--- config.mk ---
export PLATFORM = sky130hd
export DESIGN_NAME = kdop_interval_accumulator
export DESIGN_NICKNAME = d
export VERILOG_FILES = /design/src/design/kdop_pkg.sv /design/src/design/kdop_interval_accumulator.sv /design/src/design/kdop_ram.sv /design/src/design/kdop_mac.sv /design/src/design/kdop_ctrl.sv
export SDC_FILE = /design/constraint.sdc
export NUM_CORES = 2
export LEC_CHECK = 0
export ABC_CLOCK_PERIOD_IN_PS = 14600
export BUFFER_PORTS_ARGS = -buffer_cell sky130_fd_sc_hd__buf_2
export CAP_MARGIN = 20
export CELL_PAD_IN_SITES_DETAIL_PLACEMENT = 1
export CELL_PAD_IN_SITES_GLOBAL_PLACEMENT = 2
export CORE_AREA = 2 2 462 464
export CTS_CLUSTER_SIZE = 20
export DETAILED_ROUTE_END_ITERATION = 12
export DIE_AREA = 0 0 464 466
export GPL_TIMING_DRIVEN = 1
export PLACE_DENSITY_LB_ADDON = 0.1
export SYNTH_ARGS = -nofsm -noshare
export SYNTH_HDL_FRONTEND = slang
export SYNTH_SLANG_ARGS = --single-unit
--- constraint.sdc ---
create_clock -name clk -period 14.6 [get_ports clk]
set_input_delay 2.92 -clock clk [delete_from_list [all_inputs] [get_ports clk]]
set_output_delay 2.92 -clock clk [all_outputs]
set_load 0.03 [all_outputs]
--- src/design/kdop_pkg.sv ---
// Package for the k-DOP interval accumulator.
// Holds item kinds, sequencer states, the control bundle and fixed-point constants.
// Used by the top level and the sequencer; depends on nothing.
package kdop_pkg;

	localparam int PROJ_W  = 34;
	localparam int WIDTH_W = 35;
	localparam int DIR_W   = 16;

	localparam logic signed [PROJ_W-1:0] PROJ_MAX  = {1'b0, {(PROJ_W-1){1'b1}}};
	localparam logic signed [PROJ_W-1:0] PROJ_MIN  = {1'b1, {(PROJ_W-1){1'b0}}};
	localparam logic [WIDTH_W-1:0]       WIDTH_SAT = {WIDTH_W{1'b1}};

	typedef enum logic [1:0] {
		KIND_LOAD  = 2'd0,
		KIND_ADD   = 2'd1,
		KIND_JOIN  = 2'd2,
		KIND_CLEAR = 2'd3
	} kind_t;

	typedef enum logic [1:0] {
		LANE_X = 2'd0,
		LANE_Y = 2'd1,
		LANE_Z = 2'd2
	} lane_t;

	typedef enum logic [3:0] {
		ST_IDLE,
		ST_LOAD,
		ST_CLEAR,
		ST_JOIN_RD,
		ST_JOIN_UPD,
		ST_ADD_RD,
		ST_MUL_X,
		ST_MUL_Y,
		ST_MUL_Z,
		ST_ADD_UPD,
		ST_SCAN,
		ST_DRAIN1,
		ST_DRAIN2,
		ST_OUT
	} state_t;

	typedef struct packed {
		logic  dir_we;
		logic  dir_re;
		logic  iv_re;
		logic  iv_we;
		logic  use_idx;
		logic  mac_en;
		logic  mac_first;
		lane_t lane;
		logic  join_sel;
		logic  clr_valid;
		logic  scan_issue;
		logic  scan_start;
		logic  out_load;
	} ctl_t;

endpackage

--- src/design/kdop_interval_accumulator.sv ---
// Top level of the k-DOP interval accumulator: item registers, tables, interval update,
// width scan and the result register. Depends on kdop_pkg, kdop_ram, kdop_mac, kdop_ctrl.
//
//   channel | direction | handshake          | payload
//   s       | in        | s_tvalid/s_tready  | s_tuser: kind; s_tdata: index, x, y, z, join
//   m       | out       | m_tvalid/m_tready  | m_tdata: width, empty_res
//
// An add vertex item walks every direction through a read, multiply-accumulate steps for
// x, y and z on the shared unit and an interval update, then the width scan reads the
// interval memory one slot per cycle. Other items also end with the width scan. Reset
// empties every interval at once through per-slot valid bits. A stalled result waits in
// the output register while the next item is taken.
module kdop_interval_accumulator import kdop_pkg::*; #(
	parameter int DIRECTIONS = 16,
	parameter int COORD_BITS = 16
) (
	input  logic         clk,
	input  logic         arst_n,
	input  logic         s_tvalid,
	output logic         s_tready,
	input  logic [1:0]   s_tuser,  // kind
	input  logic [119:0] s_tdata,  // index, x, y, z, join_low, join_high
	output logic         m_tvalid,
	input  logic         m_tready,
	output logic [39:0]  m_tdata   // width, empty_res, zero fill
);

	localparam int AW    = $clog2(DIRECTIONS);
	localparam int IXW   = (AW > 4) ? AW : 4;
	localparam int RW    = (COORD_BITS > 16) ? COORD_BITS : 16;
	localparam int ACC_W = COORD_BITS + DIR_W + 2;
	localparam int EXT_W = (ACC_W > PROJ_W + 1) ? ACC_W : PROJ_W + 1;
	localparam int IV_W  = 2 * PROJ_W;

	ctl_t          ctl;
	logic [AW-1:0] cnt;
	logic          accept;
	logic          in_idx_ok;
	logic          out_free;

	logic [3:0]                idx_q;
	logic [15:0]               x_q;
	logic [15:0]               y_q;
	logic [15:0]               z_q;
	logic signed [PROJ_W-1:0]  jl_q;
	logic signed [PROJ_W-1:0]  jh_q;

	logic [IXW-1:0]            idx_wide;
	logic [AW-1:0]             idx_addr;
	logic [AW-1:0]             dir_addr;
	logic [AW-1:0]             iv_addr;
	logic [3*DIR_W-1:0]        dir_rdata;
	logic [IV_W-1:0]           iv_rdata;
	logic [IV_W-1:0]           iv_wdata;
	logic [DIRECTIONS-1:0]     iv_valid_q;

	logic [RW-1:0]                 raw_sel;
	logic signed [COORD_BITS-1:0]  mac_a;
	logic signed [DIR_W-1:0]       mac_b;
	logic signed [ACC_W-1:0]       acc;
	logic signed [EXT_W-1:0]       acc_e;
	logic signed [PROJ_W-1:0]      proj;

	logic signed [PROJ_W-1:0]  cur_lo;
	logic signed [PROJ_W-1:0]  cur_hi;
	logic signed [PROJ_W-1:0]  cand_lo;
	logic signed [PROJ_W-1:0]  cand_hi;
	logic signed [PROJ_W-1:0]  new_lo;
	logic signed [PROJ_W-1:0]  new_hi;

	logic                      scan_v_s1;
	logic [AW-1:0]             addr_s1;
	logic signed [PROJ_W-1:0]  lo_s1;
	logic signed [PROJ_W-1:0]  hi_s1;
	logic signed [WIDTH_W-1:0] diff_s1;
	logic                      v_s2;
	logic signed [WIDTH_W-1:0] d_s2;
	logic [WIDTH_W:0]          triple_s2;
	logic [WIDTH_W-1:0]        w_s2;
	logic                      empty_s2;
	logic [WIDTH_W-1:0]        best_q;
	logic                      any_empty_q;

	logic                      m_tvalid_q;
	logic [39:0]               m_tdata_q;

	assign accept    = s_tvalid && s_tready;
	assign in_idx_ok = ({3'b000, s_tdata[3:0]} < 7'(DIRECTIONS));
	assign out_free  = !m_tvalid_q || m_tready;

	kdop_ctrl #(
		.DIRECTIONS(DIRECTIONS)
	) u_ctrl (
		.clk      (clk),
		.arst_n   (arst_n),
		.in_valid (s_tvalid),
		.in_kind  (kind_t'(s_tuser)),
		.in_idx_ok(in_idx_ok),
		.out_free (out_free),
		.in_ready (s_tready),
		.cnt      (cnt),
		.ctl      (ctl)
	);

	always_ff @(posedge clk) begin
		if (accept) begin
			idx_q <= s_tdata[3:0];
			x_q   <= s_tdata[19:4];
			y_q   <= s_tdata[35:20];
			z_q   <= s_tdata[51:36];
			jl_q  <= s_tdata[85:52];
			jh_q  <= s_tdata[119:86];
		end
	end

	assign idx_wide = IXW'(idx_q);
	assign idx_addr = idx_wide[AW-1:0];
	assign dir_addr = ctl.dir_we ? idx_addr : cnt;
	assign iv_addr  = ctl.use_idx ? idx_addr : cnt;

	kdop_ram #(
		.W    (3 * DIR_W),
		.DEPTH(DIRECTIONS)
	) u_dir_ram (
		.clk  (clk),
		.we   (ctl.dir_we),
		.waddr(dir_addr),
		.wdata({z_q, y_q, x_q}),
		.re   (ctl.dir_re),
		.raddr(dir_addr),
		.rdata(dir_rdata)
	);

	kdop_ram #(
		.W    (IV_W),
		.DEPTH(DIRECTIONS)
	) u_iv_ram (
		.clk  (clk),
		.we   (ctl.iv_we),
		.waddr(iv_addr),
		.wdata(iv_wdata),
		.re   (ctl.iv_re),
		.raddr(iv_addr),
		.rdata(iv_rdata)
	);

	always_comb begin
		case (ctl.lane)
			LANE_X:  begin raw_sel = RW'(x_q); mac_b = dir_rdata[15:0];  end
			LANE_Y:  begin raw_sel = RW'(y_q); mac_b = dir_rdata[31:16]; end
			LANE_Z:  begin raw_sel = RW'(z_q); mac_b = dir_rdata[47:32]; end
			default: begin raw_sel = '0;       mac_b = '0;               end
		endcase
	end

	assign mac_a = raw_sel[COORD_BITS-1:0];

	kdop_mac #(
		.A_W  (COORD_BITS),
		.B_W  (DIR_W),
		.ACC_W(ACC_W)
	) u_mac (
		.clk  (clk),
		.en   (ctl.mac_en),
		.first(ctl.mac_first),
		.a    (mac_a),
		.b    (mac_b),
		.acc  (acc)
	);

	assign acc_e = EXT_W'(acc);

	always_comb begin
		if (acc_e > EXT_W'(PROJ_MAX)) begin
			proj = PROJ_MAX;
		end else if (acc_e < EXT_W'(PROJ_MIN)) begin
			proj = PROJ_MIN;
		end else begin
			proj = acc_e[PROJ_W-1:0];
		end
	end

	// A slot that was never written since the last clear reads as an empty interval.
	assign cur_lo  = iv_valid_q[iv_addr] ? iv_rdata[PROJ_W-1:0] : PROJ_MAX;
	assign cur_hi  = iv_valid_q[iv_addr] ? iv_rdata[IV_W-1:PROJ_W] : PROJ_MIN;
	assign cand_lo = ctl.join_sel ? jl_q : proj;
	assign cand_hi = ctl.join_sel ? jh_q : proj;
	assign new_lo  = (cand_lo < cur_lo) ? cand_lo : cur_lo;
	assign new_hi  = (cand_hi > cur_hi) ? cand_hi : cur_hi;
	assign iv_wdata = {new_hi, new_lo};

	always_ff @(posedge clk or negedge arst_n) begin
		if (!arst_n) begin
			iv_valid_q <= '0;
		end else if (ctl.clr_valid) begin
			iv_valid_q <= '0;
		end else if (ctl.iv_we) begin
			iv_valid_q[iv_addr] <= 1'b1;
		end
	end

	always_ff @(posedge clk or negedge arst_n) begin
		if (!arst_n) begin
			scan_v_s1 <= 1'b0;
			v_s2      <= 1'b0;
		end else begin
			scan_v_s1 <= ctl.scan_issue;
			v_s2      <= scan_v_s1;
		end
	end

	always_ff @(posedge clk) begin
		addr_s1 <= cnt;
	end

	assign lo_s1   = iv_valid_q[addr_s1] ? iv_rdata[PROJ_W-1:0] : PROJ_MAX;
	assign hi_s1   = iv_valid_q[addr_s1] ? iv_rdata[IV_W-1:PROJ_W] : PROJ_MIN;
	assign diff_s1 = WIDTH_W'(hi_s1) - WIDTH_W'(lo_s1);

	always_ff @(posedge clk) begin
		if (scan_v_s1) begin
			d_s2 <= diff_s1;
		end
	end

	assign empty_s2  = d_s2[WIDTH_W-1];
	assign triple_s2 = {1'b0, d_s2} + {d_s2, 1'b0};
	assign w_s2      = WIDTH_W'(triple_s2 >> 2);

	always_ff @(posedge clk) begin
		if (ctl.scan_start) begin
			best_q      <= WIDTH_SAT;
			any_empty_q <= 1'b0;
		end else if (v_s2) begin
			if (empty_s2) begin
				any_empty_q <= 1'b1;
			end else if (w_s2 < best_q) begin
				best_q <= w_s2;
			end
		end
	end

	always_ff @(posedge clk or negedge arst_n) begin
		if (!arst_n) begin
			m_tvalid_q <= 1'b0;
		end else if (ctl.out_load) begin
			m_tvalid_q <= 1'b1;
		end else if (m_tready) begin
			m_tvalid_q <= 1'b0;
		end
	end

	always_ff @(posedge clk) begin
		if (ctl.out_load) begin
			m_tdata_q <= {4'b0000, any_empty_q, best_q};
		end
	end

	assign m_tvalid = m_tvalid_q;
	assign m_tdata  = m_tdata_q;

endmodule

--- src/design/kdop_ram.sv ---
// Generic single-write, single-read memory with a registered read port.
// Stores the direction table and the interval table; depends on nothing.
module kdop_ram #(
	parameter int W     = 8,
	parameter int DEPTH = 16
) (
	input  logic                     clk,
	input  logic                     we,
	input  logic [$clog2(DEPTH)-1:0] waddr,
	input  logic [W-1:0]             wdata,
	input  logic                     re,
	input  logic [$clog2(DEPTH)-1:0] raddr,
	output logic [W-1:0]             rdata
);

	logic [W-1:0] mem_q [DEPTH];
	logic [W-1:0] rdata_q;

	always_ff @(posedge clk) begin
		if (we) begin
			mem_q[waddr] <= wdata;
		end
		if (re) begin
			rdata_q <= mem_q[raddr];
		end
	end

	assign rdata = rdata_q;

endmodule

--- src/design/kdop_mac.sv ---
// Shared multiply-accumulate unit that builds one projection as a sum of products.
// Signed operands, one product per cycle while en is high; depends on nothing.
module kdop_mac #(
	parameter int A_W   = 16,
	parameter int B_W   = 16,
	parameter int ACC_W = 34
) (
	input  logic                    clk,
	input  logic                    en,
	input  logic                    first,
	input  logic signed [A_W-1:0]   a,
	input  logic signed [B_W-1:0]   b,
	output logic signed [ACC_W-1:0] acc
);

	logic signed [A_W+B_W-1:0] prod;
	logic signed [ACC_W-1:0]   acc_q;

	assign prod = a * b;

	always_ff @(posedge clk) begin
		if (en) begin
			acc_q <= (first ? '0 : acc_q) + ACC_W'(prod);
		end
	end

	assign acc = acc_q;

endmodule

--- src/design/kdop_ctrl.sv ---
// Sequencer of the k-DOP interval accumulator: walks the directions for each item.
// Drives the control bundle and the slot counter; depends on kdop_pkg.
module kdop_ctrl import kdop_pkg::*; #(
	parameter int DIRECTIONS = 16
) (
	input  logic                          clk,
	input  logic                          arst_n,
	input  logic                          in_valid,
	input  kind_t                         in_kind,
	input  logic                          in_idx_ok,
	input  logic                          out_free,
	output logic                          in_ready,
	output logic [$clog2(DIRECTIONS)-1:0] cnt,
	output ctl_t                          ctl
);

	localparam int AW = $clog2(DIRECTIONS);

	state_t        state_q;
	state_t        state_d;
	logic [AW-1:0] cnt_q;
	logic          last;

	assign last = (cnt_q == AW'(DIRECTIONS - 1));

	always_ff @(posedge clk or negedge arst_n) begin
		if (!arst_n) begin
			state_q <= ST_IDLE;
			cnt_q   <= '0;
		end else begin
			state_q <= state_d;
			if (state_q == ST_ADD_UPD || state_q == ST_SCAN) begin
				cnt_q <= last ? '0 : cnt_q + AW'(1);
			end
		end
	end

	always_comb begin
		state_d = state_q;
		case (state_q)
			ST_IDLE: begin
				if (in_valid) begin
					case (in_kind)
						KIND_LOAD:  state_d = in_idx_ok ? ST_LOAD : ST_SCAN;
						KIND_ADD:   state_d = ST_ADD_RD;
						KIND_JOIN:  state_d = in_idx_ok ? ST_JOIN_RD : ST_SCAN;
						KIND_CLEAR: state_d = ST_CLEAR;
						default:    state_d = ST_SCAN;
					endcase
				end
			end
			ST_LOAD:     state_d = ST_SCAN;
			ST_CLEAR:    state_d = ST_SCAN;
			ST_JOIN_RD:  state_d = ST_JOIN_UPD;
			ST_JOIN_UPD: state_d = ST_SCAN;
			ST_ADD_RD:   state_d = ST_MUL_X;
			ST_MUL_X:    state_d = ST_MUL_Y;
			ST_MUL_Y:    state_d = ST_MUL_Z;
			ST_MUL_Z:    state_d = ST_ADD_UPD;
			ST_ADD_UPD:  state_d = last ? ST_SCAN : ST_ADD_RD;
			ST_SCAN:     state_d = last ? ST_DRAIN1 : ST_SCAN;
			ST_DRAIN1:   state_d = ST_DRAIN2;
			ST_DRAIN2:   state_d = ST_OUT;
			ST_OUT:      state_d = out_free ? ST_IDLE : ST_OUT;
			default:     state_d = ST_IDLE;
		endcase
	end

	always_comb begin
		ctl      = '0;
		ctl.lane = LANE_X;
		in_ready = 1'b0;
		case (state_q)
			ST_IDLE: begin
				in_ready = 1'b1;
			end
			ST_LOAD: begin
				ctl.dir_we = 1'b1;
			end
			ST_CLEAR: begin
				ctl.clr_valid = 1'b1;
			end
			ST_JOIN_RD: begin
				ctl.iv_re   = 1'b1;
				ctl.use_idx = 1'b1;
			end
			ST_JOIN_UPD: begin
				ctl.iv_we    = 1'b1;
				ctl.use_idx  = 1'b1;
				ctl.join_sel = 1'b1;
			end
			ST_ADD_RD: begin
				ctl.dir_re = 1'b1;
				ctl.iv_re  = 1'b1;
			end
			ST_MUL_X: begin
				ctl.mac_en    = 1'b1;
				ctl.mac_first = 1'b1;
				ctl.lane      = LANE_X;
			end
			ST_MUL_Y: begin
				ctl.mac_en = 1'b1;
				ctl.lane   = LANE_Y;
			end
			ST_MUL_Z: begin
				ctl.mac_en = 1'b1;
				ctl.lane   = LANE_Z;
			end
			ST_ADD_UPD: begin
				ctl.iv_we = 1'b1;
			end
			ST_SCAN: begin
				ctl.iv_re      = 1'b1;
				ctl.scan_issue = 1'b1;
				ctl.scan_start = (cnt_q == '0);
			end
			ST_DRAIN1: begin
			end
			ST_DRAIN2: begin
			end
			ST_OUT: begin
				ctl.out_load = out_free;
			end
			default: begin
			end
		endcase
	end

	assign cnt = cnt_q;

endmodule

==> impl_metrics.tcl <==
set metrics [dict create \
    yosysTopAreaCell "edfxtp_1" \
    ys_ff_latch 2264 \
    hold_end "m_tdata[30]$_DFFE_PP_" \
    worstHoldPathType "reg2reg" \
    synth_commonest_cells "2197 x edfxtp_1, 1318 x nand2_1, 431 x inv_1" \
    final-setup-viol-count 0 \
    path_common_cell "fa_1" \
    power_switching_w 0.00254 \
    min-delay-start "best_q[30]$_SDFFE_PP1P_" \
    antenna_left 0 \
    max_slew_margin_pct 16.9 \
    drt_iter0_markers 6085 \
    yosys-top-cells-area "edfxtp_1 63%, fa_1 5.0%, nand2_1 4.7%" \
    reg2reg_slack_ps 2750 \
    crit_path_end_kind "register" \
    synth_top_cell_area_share_pct 62.8 \
    dieArea_um2 216000 \
    p_sw_share_pct 20.0 \
    ctsResizeCount 0 \
    async_reset_ff_share_pct 1.19 \
    share_comb_of_total_power_pct 0.2 \
    gp_congestion 0.914 \
    insertion_delay_ps 900 \
    tns_ps 0 \
    fin_nets 8501 \
    critical-path-top-delay-family "adder cells" \
    post-route-period-util_pct 81.2 \
    rows 169 \
    clock-skew-final_ps 55.4 \
    yosysMostFrequentCell "edfxtp_1" \
    cts_root_buf "clkbuf_16" \
    ys_warn_count 0 \
    rsz0062_at_grt "no" \
    r2r_end "u_mac.acc[32]$_DFFE_PP_" \
    critPathKind "reg2reg" \
    drive_gt1_share_pct 11.6 \
    tightestPinTransition_ps 1210 \
    cts-buffers-inserted 227 \
    grt_pass1_wl_um 473000 \
    cp_max_fo 33 \
    synth_area_um2 105000 \
    clock.fmax_mhz 84.4 \
    ys_types 90 \
    cts_max_level 4 \
    synth_edf_count 2197 \
    met1_usage_pct 40.8 \
    ios 168 \
    drc_errors 0 \
    path_buf_inv 5 \
    reg2reg_depth 36 \
    worstPathArrival_ps 12450 \
    die_h_um 466 \
    die_x_um 464 \
    numPortBuffers 163 \
    power.density_nw_per_um2 109 \
    outcome "finished clean" \
    met3_usage_pct 3.80 \
    pwr-share-clk_pct 44.7 \
    vdd_drop_max_mv 0.126 \
    num_vias 65822 \
    maxSlewViolCount 0 \
    vias_per_cell 6.07 \
    pre_cts_slack_ps 2840 \
    maxCapViolCount 0 \
    clk_path_buf_depth 3 \
    start_kind "register" \
    fin_crit_ps 11850 \
    hold_violations 0 \
    regToRegStartpoint "u_ctrl.state_q[2]$_DFFE_PN0P_" \
    fin_ws_ps 2750 \
    area_growth_pct 11.3 \
    path_clk_slew_ps 60 \
    total_leakage_power_nw 43.5 \
    cts_setup_buffers 0 \
    finalPower_w 0.0127 \
    first_pass_iters 6 \
    core_area_um2 211000 \
    num-fill-cells 20269 \
    grt_pass1_vias 68930 \
    routedWlPerCell_um 29.9 \
    critPathSlowestCell "dfrtp_1" \
    p_seq_share_pct 55.1 \
    ctsHoldBuffers 0 \
    critical_path_required_ps 15200 \
    p_int_w 0.0102 \
    cpPeakStageDelay_ps 900 \
    ys_seq_area_share_pct 64.2 \
    track_usage_pct 30.0 \
    whs_path_depth 0 \
    antenna_found_initial 16 \
    drt-total-wl_um 324000 \
    synthCells 7653 \
    hpwlAfterDp_um 206000 \
    synthFlopType "edfxtp_1" \
    globalRoute.busiestLayer "met2" \
    cts_tree "done" \
    clkSinkCount 2264 \
    initial_core_util_pct 49.7 \
    use_met2_pct 49.8 \
    syn_area_per_cell_um2 13.7 \
    grt_max_degree 140 \
    overflow 0 \
]
-- placed cells by master, fill, tap and decap left out, drive strengths merged, types with 42 or more instances in the layout --
master | synthesis | layout
a211oi | 278 | 278
edfxtp | 2197 | 2197
inv | 431 | 440
nor3 | 60 | 60
and3 | 214 | 214
buf | 82 | 347
fa | 265 | 265
mux4 | 196 | 196
o21ai | 84 | 84
nor2 | 302 | 302
a21o | 85 | 85
ha | 283 | 283
clkinv | 0 | 104
and2 | 178 | 178
nand2b | 46 | 46
xnor2 | 90 | 90
nand3 | 166 | 166
a21oi | 254 | 254
o21a | 42 | 42
a31oi | 192 | 192
mux2i | 206 | 206
clkbuf | 323 | 288
nand2 | 1318 | 1318
-- worst max path at each step --
stage / slack (ps) / start / cells past startpoint / to
floorplan: 5060 / u_ctrl.state_q[2]$_DFFE_PN0P_ / 38 / u_mac.acc[32]$_DFFE_PP_
global placement: 2990 / u_ctrl.state_q[2]$_DFFE_PN0P_ / 36 / u_mac.acc[32]$_DFFE_PP_
detailed placement: 2840 / u_ctrl.state_q[2]$_DFFE_PN0P_ / 36 / u_mac.acc[32]$_DFFE_PP_
CTS: 2720 / u_ctrl.state_q[2]$_DFFE_PN0P_ / 36 / u_mac.acc[32]$_DFFE_PP_
global route: 1800 / u_ctrl.state_q[2]$_DFFE_PN0P_ / 36 / u_mac.acc[32]$_DFFE_PP_
finish: 2750 / u_ctrl.state_q[2]$_DFFE_PN0P_ / 36 / u_mac.acc[32]$_DFFE_PP_
-- metal layers --
| layer | part of all wire, % | up-vias |
|---|---|---|
| li1 | - | 28456 |
| met1 | 42 | 34747 |
| met2 | 49 | 2130 |
| met3 | 5.5 | 481 |
| met4 | 3.7 | 8 |
| met5 | 0.016 | - |
-- state kept, by name (all words and copies together), names as in the netlist, 16 cells and up --
| name | cells |
|---|---|
| best_q | 35 |
| d_s2 | 35 |
| iv_valid_q | 16 |
| jh_q | 34 |
| jl_q | 34 |
| m_tdata | 36 |
| u_dir_ram.mem_q | 768 |
| u_dir_ram.rdata | 48 |
| u_iv_ram.mem_q | 1088 |
| u_iv_ram.rdata | 68 |
| u_mac.acc | 34 |
| x_q | 16 |
| y_q | 16 |
| z_q | 16 |
-- logic make-up after synthesis --
family	count (synthesis)	share of synthesized area, %
compound gates	1104	7.01
xor+xnor	125	1.04
fa+ha+maj	548	8.42
buf+inv	836	3.09
flops	2264	64.2
mux	406	6.21
other cells	1	0.00357
simple gates	2369	10.0
-- layout make-up --
type,instances,area (um2),area share [%]
diodes,8,20.0,0.0171
clock buffers,288,5980,5.11
clock inverters,132,1220,1.04
inverters,431,1620,1.38
multi-input cells,4556,34900,29.8
flip-flops and latches,2264,67400,57.6
well taps,2821,3530,3.02
repair buffers,347,2310,1.97
-- power groups by stage --
stage               Sequential [W]  Combinational [W]  Clock [W]
floorplan                  0.00716         0.00000233          0
global placement           0.00716          0.0000280          0
detailed placement         0.00716          0.0000280          0
CTS                        0.00702          0.0000283    0.00577
global route               0.00702          0.0000292    0.00599
finish                     0.00702          0.0000278    0.00569
-- metrics by stage --
step                std cells  util [%]  cell area [um2]  hold slack (ps)
floorplan                7656         -           105000              345
detailed placement      10397      51.9           110000              452
CTS                     10817      55.3           117000              467
finish                  10847      55.4           117000              462
global route            10844      55.4           117000              477
global placement        10387      51.8           110000              441
No activity file was read; power rests on OpenSTA's default activity.
